==> src/design/cct_pkg.sv <==
`timescale 1ns / 1ps
// shared types, codes and constants of the closed contour tracer
// no dependencies; imported by every module of the block except cct_ram
package cct_pkg;

  // default image bounds
  localparam int DEF_MAX_WIDTH  = 256;
  localparam int DEF_MAX_HEIGHT = 256;

  // register reset values
  localparam logic [8:0] RST_IMAGE_WIDTH  = 9'd256;
  localparam logic [8:0] RST_IMAGE_HEIGHT = 9'd256;
  localparam logic [7:0] RST_DARK_LEVEL   = 8'd10;
  localparam logic [7:0] RST_SAMPLE_STEP  = 8'd50;

  // walk constants
  localparam logic [3:0] TRIES_MAX   = 4'd9;
  localparam logic [2:0] START_DIR   = 3'd2;
  localparam logic [2:0] REVERSE_OFS = 3'd5;

  // configuration register indexes
  typedef enum logic [1:0] {
    REG_IMAGE_WIDTH  = 2'd0,
    REG_IMAGE_HEIGHT = 2'd1,
    REG_DARK_LEVEL   = 2'd2,
    REG_SAMPLE_STEP  = 2'd3
  } cct_reg_t;

  // commands
  typedef enum logic [1:0] {
    CMD_LOAD  = 2'd0,
    CMD_TRACE = 2'd1,
    CMD_READ  = 2'd2,
    CMD_NOP   = 2'd3
  } cct_cmd_t;

  // result status codes
  localparam logic [2:0] ST_PIXEL  = 3'd0;
  localparam logic [2:0] ST_FOUND  = 3'd1;
  localparam logic [2:0] ST_NONE   = 3'd2;
  localparam logic [2:0] ST_DOT    = 3'd3;
  localparam logic [2:0] ST_BEYOND = 3'd4;

  // neighbour classification from the step unit
  typedef struct packed {
    logic at_start;
    logic in_image;
  } cct_nbr_t;

  // column offset of a direction (N, NE, E, SE, S, SW, W, NW), 2'b11 is -1
  function automatic logic [1:0] step_dx(input logic [2:0] dir);
    logic [1:0] d;
    unique case (dir)
      3'd0, 3'd4: d = 2'b00;
      3'd1, 3'd2, 3'd3: d = 2'b01;
      default: d = 2'b11;
    endcase
    return d;
  endfunction

  // row offset of a direction
  function automatic logic [1:0] step_dy(input logic [2:0] dir);
    logic [1:0] d;
    unique case (dir)
      3'd2, 3'd6: d = 2'b00;
      3'd3, 3'd4, 3'd5: d = 2'b01;
      default: d = 2'b11;
    endcase
    return d;
  endfunction

endpackage

==> src/design/cct_step_unit.sv <==
`timescale 1ns / 1ps
// neighbour step unit: next position for one direction and its class
// depends on cct_pkg for the direction tables and cct_nbr_t
module cct_step_unit import cct_pkg::*; #(
  parameter int XW = 8,
  parameter int YW = 8
) (
  input  logic [XW-1:0] cur_x,
  input  logic [YW-1:0] cur_y,
  input  logic [2:0]    dir,
  input  logic [XW-1:0] start_x,
  input  logic [YW-1:0] start_y,
  input  logic [XW:0]   width,
  input  logic [YW:0]   height,
  output logic [XW:0]   nx,
  output logic [YW:0]   ny,
  output cct_nbr_t      nbr
);

  logic [1:0] dx;
  logic [1:0] dy;

  // offsets wrap to all ones below zero, which is never in the image
  always_comb begin
    dx = step_dx(dir);
    dy = step_dy(dir);
    nx = {1'b0, cur_x} + {{(XW - 1){dx[1]}}, dx};
    ny = {1'b0, cur_y} + {{(YW - 1){dy[1]}}, dy};
    nbr.at_start = (nx == {1'b0, start_x}) && (ny == {1'b0, start_y});
    nbr.in_image = (nx < width) && (ny < height);
  end

endmodule

==> config.mk <==
export PLATFORM = sky130hd
export DESIGN_NAME = cct_step_unit
export DESIGN_NICKNAME = d
export VERILOG_FILES = /design/src/design/cct_pkg.sv /design/src/design/cct_step_unit.sv
export SDC_FILE = /design/constraint.sdc
export NUM_CORES = 1
export LEC_CHECK = 0
export BUFFER_PORTS_ARGS = -buffer_cell sky130_fd_sc_hd__clkbuf_2
export CAP_MARGIN = 5
export CORE_MARGIN = 2
export CORE_UTILIZATION = 50
export DETAILED_ROUTE_END_ITERATION = 10
export PLACE_DENSITY = 0.81
export SLEW_MARGIN = 20
export SYNTH_ARGS = -nofsm -noshare
export SYNTH_HDL_FRONTEND = slang
export SYNTH_SLANG_ARGS = --single-unit
==> constraint.sdc <==
create_clock -name vclk -period 3.9
set_clock_uncertainty 0.2 [all_clocks]
set_input_delay 0.195 -clock vclk [all_inputs]
set_output_delay 0.195 -clock vclk [all_outputs]
set_load 0.03 [all_outputs]
==> results of run 1 <==
[area by class of cell]
cell class                      count  area [sq um]
Tap cell                           44          55.1
Inverter                           22          87.6
Timing Repair Buffer               75           380
Fill cell                         288          1070
Multi-Input combinational cell    196          1460
[power breakdown]
part	switching, mW	total, mW	internal, mW
clock	0	0	0
combinational	0.227	0.373	0.146
sequential	0	0	0
total	0.227	0.373	0.146
[logic make-up (layout without fill, tap and decap cells)]
logic type                 count (synthesis)  in the layout  share of synthesized area (%)
adders and majority gates                 23             23                           18.0
and+or+nand+nor                           80             80                           26.5
xor gates and xnor gates                  30             30                           16.4
AOI/OAI and AO/OA                         59             59                           27.4
buffers and inverters                     35             97                           9.21
muxes                                      4              4                           2.50
[per-stage QoR]
stage	hold slack [ns]	utilization [%]	power [mW]	cell area, sq um
floorplan	0.411	-	0.269	1600
global placement	0.652	64.8	0.364	1980
detailed placement	0.656	64.8	0.370	1980
CTS	0.657	64.8	0.372	1980
global route	0.687	65.0	0.413	1990
finish	0.656	65.0	0.373	1990
[Yosys cell counts, types with 5 or more instances]
master    number  share of area [%]
nor2_1        22                5.2
nand3_1        7                2.2
nor3_1         6                1.9
a21oi_1       13                4.1
ha_1          23                 18
nand4_1        5                2.0
nand2_1       12                2.8
inv_1         20                4.7
xor2_1        10                5.5
clkbuf_1       9                2.1
o21ai_0        8                2.5
xnor2_1       20                 11
[worst max-delay path: stages]
cell,delay (ns)
clkbuf_2,0.14
or2_2,0.31
ha_1,0.23
ha_1,0.24
or4_1,0.54
o41ai_2,0.23
o2bb2ai_1,0.22
ha_1,0.31
a211oi_1,0.26
nand2_1,0.07
o21ai_0,0.17
and3b_1,0.17
clkbuf_2,0.19
[worst paths after layout]
path / from / to / slack (ns) / cells after the start
max: dir[1] / nbr[0] / 0.22 / 13
min: cur_y[0] / ny[0] / 0.66 / 3
[per-layer routing]
metal  global-route usage (%)  part of all wire, %  vias up
met5                        0                    0        -
met4                     4.35                  1.5        0
met3                    0.853                  6.0        8
met2                     42.1                   49       80
met1                     33.3                   44      825
li1                         -                    -      978
==> results.yml, run 1 <==
floorplan:
  rows: 20
  io_pins: 73
  die_y_um: 60.6
  initial_core_util_pct: 52.5
  die_w_um: 60.6
  die-area_sq_um: 3670
  core_sq_um: 3050
yosys:
  seq_area_frac_synth_pct: 0
  syn_area_sq_um: 1600
  synth_fp_nets: 307
  synth_cell_types: 57
  avgSynthCellArea_sq_um: 6.94
  ys_warn_count: 0
  synthCells: 231
routing:
  drt_iter0_markers: 56
  dr.pass1.iters: 4
  vias_per_cell: 5.61
  avgRoutedWirePerCell_um: 12.6
  antenna_left: 0
  drc: 0
  via_count: 1891
  routed_wl_um: 4250
hold_path:
  hp-class: "input port to output port"
worst_setup_path:
  cp-start-kind: "input port"
  crit_required_ns: 3.50
  criticalPathCategory: "input port to output port"
  path_max_fanout: 7
  crit_path_end_kind: "output port"
  arrival_ns: 3.29
sta:
  hold_violations: 0
  drv_slew: 0
  fin_ws_ns: 0.219
  max_freq_ghz: 0.272
  finalSetupViolCount: 0
  rsz0062_at_grt: "no"
  finalCriticalPeriod_ns: 3.68
  tightest_slew_ns: 0.500
  final.setup.tns_ns: 0
  finalCritPeriodShare_pct: 94.4
  slew_headroom_pct: 66.5
layout:
  nNetsFinal: 371
  diodes: 0
  stdcell_count: 337
  n_clock_buffer: 0
  layout_common_cells: "73 x clkbuf_2, 23 x ha_1, 22 x nor2_1, 20 x inv_1, 20 x xnor2_1"
  regArea_sq_um: 0
  layout_commonest_cell: "clkbuf_2"
  design.seq.count: 0
  area_growth_pct: 23.9
  drive_gt1_share_pct: 30.4
placed_design:
  hpwl_um: 3640
  placed_cells: 337
  place_congestion: 0.893
  dp_worst_setup_slack_ns: 0.180
  port_buffers: 73
global_routing:
  antenna_found_initial: 0
  grt_pass1_vias: 1681
  grt_overflow: 0
  grt_pass1_wl_um: 7080
  grtUsageTotal_pct: 24.1
  grt_max_degree: 17
pwr:
  power_density_nw_per_um2: 188
  ir_drop_uv: 95.8
  power.leakage_nw: 0.982
clocking:
  cts_hold_buf: 0
  post_cts_buffers: 0
  ctsResizeCount: 0
job:
  drv_cap: 0
run_status:
  status: "finished clean"
(Power assumes the default switching activity.)
==> run 2, diff against run 1 <==
--- a/config.mk
+++ b/config.mk
@@ -7,6 +7,7 @@
 export LEC_CHECK = 0
 export BUFFER_PORTS_ARGS = -buffer_cell sky130_fd_sc_hd__clkbuf_2
 export CAP_MARGIN = 5
+export CORE_ASPECT_RATIO = 0.7
 export CORE_MARGIN = 2
 export CORE_UTILIZATION = 50
 export DETAILED_ROUTE_END_ITERATION = 10
==> run 2 against run 1 <==
  * Count of clock-buffer cells in the layout stayed put
  * Global-route usage fell by 0.71 points
  * Combinational power hardly changed
  * Setup slack worse by 0.015 ns
  * Sequential share of layout area stayed put
  * Worst hold slack got worse by 0.010 ns
  * Wire length rose by 3.2%
  * Final cell count decreased by 2.1%
  * Critical path depth is the same
  * Critical path type unchanged
  * Largest power group unchanged
==> results.yml, run 2 (synthesized netlist as in run 1, its figures left out) <==
run_status:
  status: "finished clean"
floorplan:
  die_w_um: 71.7
  core_sq_um: 3110
  initial_core_util_pct: 51.6
  io_pins: 73
  die-area_sq_um: 3680
  die_y_um: 51.4
  rows: 17
sta:
  tightest_slew_ns: 0.670
  finalSetupViolCount: 0
  drv_slew: 0
  finalCritPeriodShare_pct: 94.8
  rsz0062_at_grt: "no"
  finalCriticalPeriod_ns: 3.70
  final.setup.tns_ns: 0
  fin_ws_ns: 0.204
  max_freq_ghz: 0.271
  hold_violations: 0
  slew_headroom_pct: 55.1
worst_setup_path:
  cp-start-kind: "input port"
  crit_slowest_cell: "or4_1"
  crit_path_end_kind: "output port"
  timing.critical_path.from: "dir[2]"
  cp.depth: 13
  crit_end: "nbr[1]"
  path_buf_inv: 3
  arrival_ns: 3.30
  cp_top_family: "simple AND/OR/NAND/NOR gates"
  criticalPathCategory: "input port to output port"
  cpPeakStageDelay_ns: 0.57
  crit_required_ns: 3.50
  cp_cell_sequence: "clkbuf_2 > and3_1 > nor2_4 > inv_2 > ha_1 > o31a_1 > a211oi_2 > a21oi_1 > xnor2_1 > nand4_1 > or4_1 > nor4_2 > clkbuf_2"
  crit_path_frequent_cell: "clkbuf_2"
  path_max_fanout: 10
routing:
  dr.pass1.iters: 4
  drc: 0
  avgRoutedWirePerCell_um: 13.3
  routed_wl_um: 4390
  vias_per_cell: 5.68
  drt_iter0_markers: 102
  antenna_left: 0
  via_count: 1875
pwr:
  power.leakage_nw: 0.979
  report.power.total_uw: 373
  power_density_nw_per_um2: 188
  ir_drop_uv: 98.9
hold_path:
  hp-class: "input port to output port"
layout:
  n_clock_buffer: 0
  layout_common_cells: "73 x clkbuf_2, 23 x ha_1, 22 x nor2_1, 20 x inv_1, 20 x xnor2_1"
  layout_commonest_cell: "clkbuf_2"
  nNetsFinal: 370
  regArea_sq_um: 0
  fillers: 292
  design.seq.count: 0
  final_area_sq_um: 1980
  drive_gt1_share_pct: 30.5
  diodes: 0
  fin_util_pct: 63.7
  area_growth_pct: 23.3
placed_design:
  place_area_sq_um: 1960
  hpwl_um: 3740
  port_buffers: 73
  dp_worst_setup_slack_ns: 0.200
  place_congestion: 0.891
global_routing:
  grt-busiest-layer: "met1"
  antenna_found_initial: 0
  grt_overflow: 0
  grt_max_degree: 17
  gr-usage-met1_pct: 38.1
  grt_pass1_wl_um: 7160
  met2_usage_pct: 34.1
  met3_usage_pct: 1.38
  grt_pass1_vias: 1594
  grtUsageTotal_pct: 23.4
clocking:
  cts_hold_buf: 0
job:
  drv_cap: 0
==> run 2: changes by cell type in the layout (fill, tap and decap cells not counted), sizes merged <==
cell,delta
buf,-1
==> run 2: timing repair <==
item,CTS,global route
buffers inserted,0,0
resized for setup,0,2
endpoints found under the setup margin,0,1
==> run 2: area by class of cell <==
cell class / instances / area (sq um) / area share [%]
Timing Repair Buffer: 74 / 373 / 18.9
Multi-Input combinational cell: 196 / 1470 / 74.3
Tap cell: 38 / 47.5 / 2.41
Inverter: 22 / 87.6 / 4.43
==> run 2: layer usage <==
metal,vias up,part of all wire [%]
met3,2,9.0
met4,0,0.18
met2,83,39
li1,972,-
met1,818,52
met5,-,0
==> run 2: worst min-delay path by stage <==
| stage | slack [ns] | cells past startpoint | endpoint | startpoint |
|---|---|---|---|---|
| after global routing | 0.68 | 3 | nx[0] | cur_x[0] |
| after global placement | 0.65 | 3 | nx[0] | cur_x[0] |
| final | 0.65 | 3 | nx[0] | cur_x[0] |
| after detailed placement | 0.65 | 3 | nx[0] | cur_x[0] |
| after CTS | 0.65 | 3 | nx[0] | cur_x[0] |
| after floorplan | 0.41 | 3 | nbr[1] | start_y[3] |
==> run 2: where the power goes <==
part	switching [mW]	internal (mW)	total, mW
logic	0.228	0.145	0.373
clock network	0	0	0
registers	0	0	0
total	0.228	0.145	0.373
==> run 2: through the flow <==
step                hold WS [ns]  cells
detailed placement         0.646    330
global route               0.685    330
floorplan                  0.411    231
global placement           0.650    330
CTS                        0.647    330
finish                     0.646    330
==> run 3, diff against run 2 <==
--- a/config.mk
+++ b/config.mk
@@ -7,11 +7,13 @@
 export LEC_CHECK = 0
 export BUFFER_PORTS_ARGS = -buffer_cell sky130_fd_sc_hd__clkbuf_2
 export CAP_MARGIN = 5
+export CELL_PAD_IN_SITES_DETAIL_PLACEMENT = 2
+export CELL_PAD_IN_SITES_GLOBAL_PLACEMENT = 2
 export CORE_ASPECT_RATIO = 0.7
-export CORE_MARGIN = 2
-export CORE_UTILIZATION = 50
+export CORE_MARGIN = 3
+export CORE_UTILIZATION = 26
 export DETAILED_ROUTE_END_ITERATION = 10
-export PLACE_DENSITY = 0.81
+export PLACE_DENSITY = 0.82
 export SLEW_MARGIN = 20
 export SYNTH_ARGS = -nofsm -noshare
 export SYNTH_HDL_FRONTEND = slang
==> run 3 against run 2 <==
  * Non-clock buffer count is 10 higher
  * Via count is 4.7% higher
  * Sequential share of layout area stayed put
  * Combinational power is 11% higher
  * Final cell count is 14% higher
  * Fmax is 0.70% higher
  * Critical path type unchanged
==> results.yml, run 3 (synthesized netlist as in run 1, its figures left out) <==
routing:
  via_count: 1964
  vias_per_cell: 5.21
  routed_wl_um: 6490
  antenna_left: 0
  dr.pass1.iters: 4
  drt_iter0_markers: 89
  avgRoutedWirePerCell_um: 17.2
  drc: 0
sta:
  slew_headroom_pct: 62.3
  hold_violations: 0
  finalCritPeriodShare_pct: 94.1
  drv_slew: 0
  finalCriticalPeriod_ns: 3.67
  rsz0062_at_grt: "no"
  finalSetupViolCount: 0
  final.setup.tns_ns: 0
  max_freq_ghz: 0.272
  tightest_slew_ns: 0.564
floorplan:
  initial_core_util_pct: 27.4
  rows: 23
  io_pins: 73
  die_y_um: 71.7
  die-area_sq_um: 7160
  core_sq_um: 5840
  die_w_um: 99.8
layout:
  regArea_sq_um: 0
  diodes: 0
  n_clock_buffer: 0
  design.seq.count: 0
  layout_common_cells: "72 x clkbuf_2, 21 x nor2_1, 21 x ha_1, 20 x inv_1, 19 x xnor2_1"
  layout_commonest_cell: "clkbuf_2"
  nNetsFinal: 380
  final_area_sq_um: 2120
  fillers: 714
  area_growth_pct: 32.3
  multi_input_area_sq_um: 1490
  drive_gt1_share_pct: 34.4
worst_setup_path:
  cp-start-kind: "input port"
  criticalPathCategory: "input port to output port"
  arrival_ns: 3.28
  path_max_fanout: 7
  crit_required_ns: 3.50
  crit_path_end_kind: "output port"
hold_path:
  whs_path_depth: 5
  hp-start: "start_y[3]"
  hp-class: "input port to output port"
  min_to: "nbr[1]"
global_routing:
  grtUsageTotal_pct: 17.7
  grt_overflow: 0
  grt_pass1_vias: 2052
  grt_max_degree: 17
  antenna_found_initial: 0
  grt_pass1_wl_um: 10600
placed_design:
  place_area_sq_um: 2050
  place_congestion: 0.786
  hpwl_um: 5720
  port_buffers: 73
pwr:
  power.leakage_nw: 1.03
  power_density_nw_per_um2: 195
  ir_drop_uv: 73.5
job:
  drv_cap: 0
run_status:
  status: "finished clean"
==> run 3: per-stage QoR <==
| step | instances | worst slack, ns | hold slack (ns) | total power [mW] | utilization [%] |
|---|---|---|---|---|---|
| 3_5_place_dp | 373 | 0.0861 | 0.660 | 0.404 | 35.2 |
| 2_1_floorplan | 231 | 0.263 | 0.411 | 0.269 | - |
| 3_3_place_gp | 373 | 0.162 | 0.654 | 0.388 | 35.2 |
| 4_1_cts | 373 | 0.0705 | 0.666 | 0.406 | 35.2 |
| 5_1_grt | 377 | 0.00737 | 0.678 | 0.463 | 36.3 |
| 6_report | 377 | 0.230 | 0.656 | 0.414 | 36.3 |
==> run 3: worst max path at each step <==
stage / from / endpoint / slack, ns / cells after the start
finish: dir[1] / nbr[0] / 0.23 / 13
floorplan: dir[2] / nbr[0] / 0.26 / 13
global route: dir[2] / nbr[1] / 0.007 / 13
detailed placement: dir[1] / nbr[0] / 0.09 / 13
global placement: dir[1] / nbr[0] / 0.16 / 13
CTS: dir[1] / nbr[0] / 0.07 / 13
==> run 3: what timing repair did <==
item                       in CTS  in global routing
buffers inserted                0                  4
hold buffers                    0                  0
resized for setup               0                 10
setup endpoints to repair       0                  2
==> run 3: area by class of cell <==
cell class	count	area share [%]
multi-input cells	196	70.2
well taps	75	4.42
repair buffers	84	21.2
inverters	22	4.13
==> run 3: critical path, cell delays in order <==
cell and delay, ns:
clkbuf_2 0.16, or2_2 0.32, ha_2 0.21, ha_2 0.20, or4_1 0.52, o41ai_2 0.37, o2bb2ai_2 0.17, ha_1 0.29
a211oi_2 0.27, nand2_1 0.09, o21ai_1 0.12, and3b_1 0.18, clkbuf_4 0.19
==> run 3: report_power, final <==
part / switching, mW / internal [mW] / leakage, nW
combinational: 0.251 / 0.163 / 1.03
clock: 0 / 0 / 0
sequential: 0 / 0 / 0
total: 0.251 / 0.163 / 1.03
==> run 3: per-layer routing <==
metal | wire (um) | up-vias | GRT usage (%)
li1 | - | 989 | -
met1 | 3380 | 919 | 27.1
met2 | 2770 | 56 | 28.7
met3 | 335 | 0 | 1.46
met4 | 0 | 0 | 0
met5 | 0 | - | 0
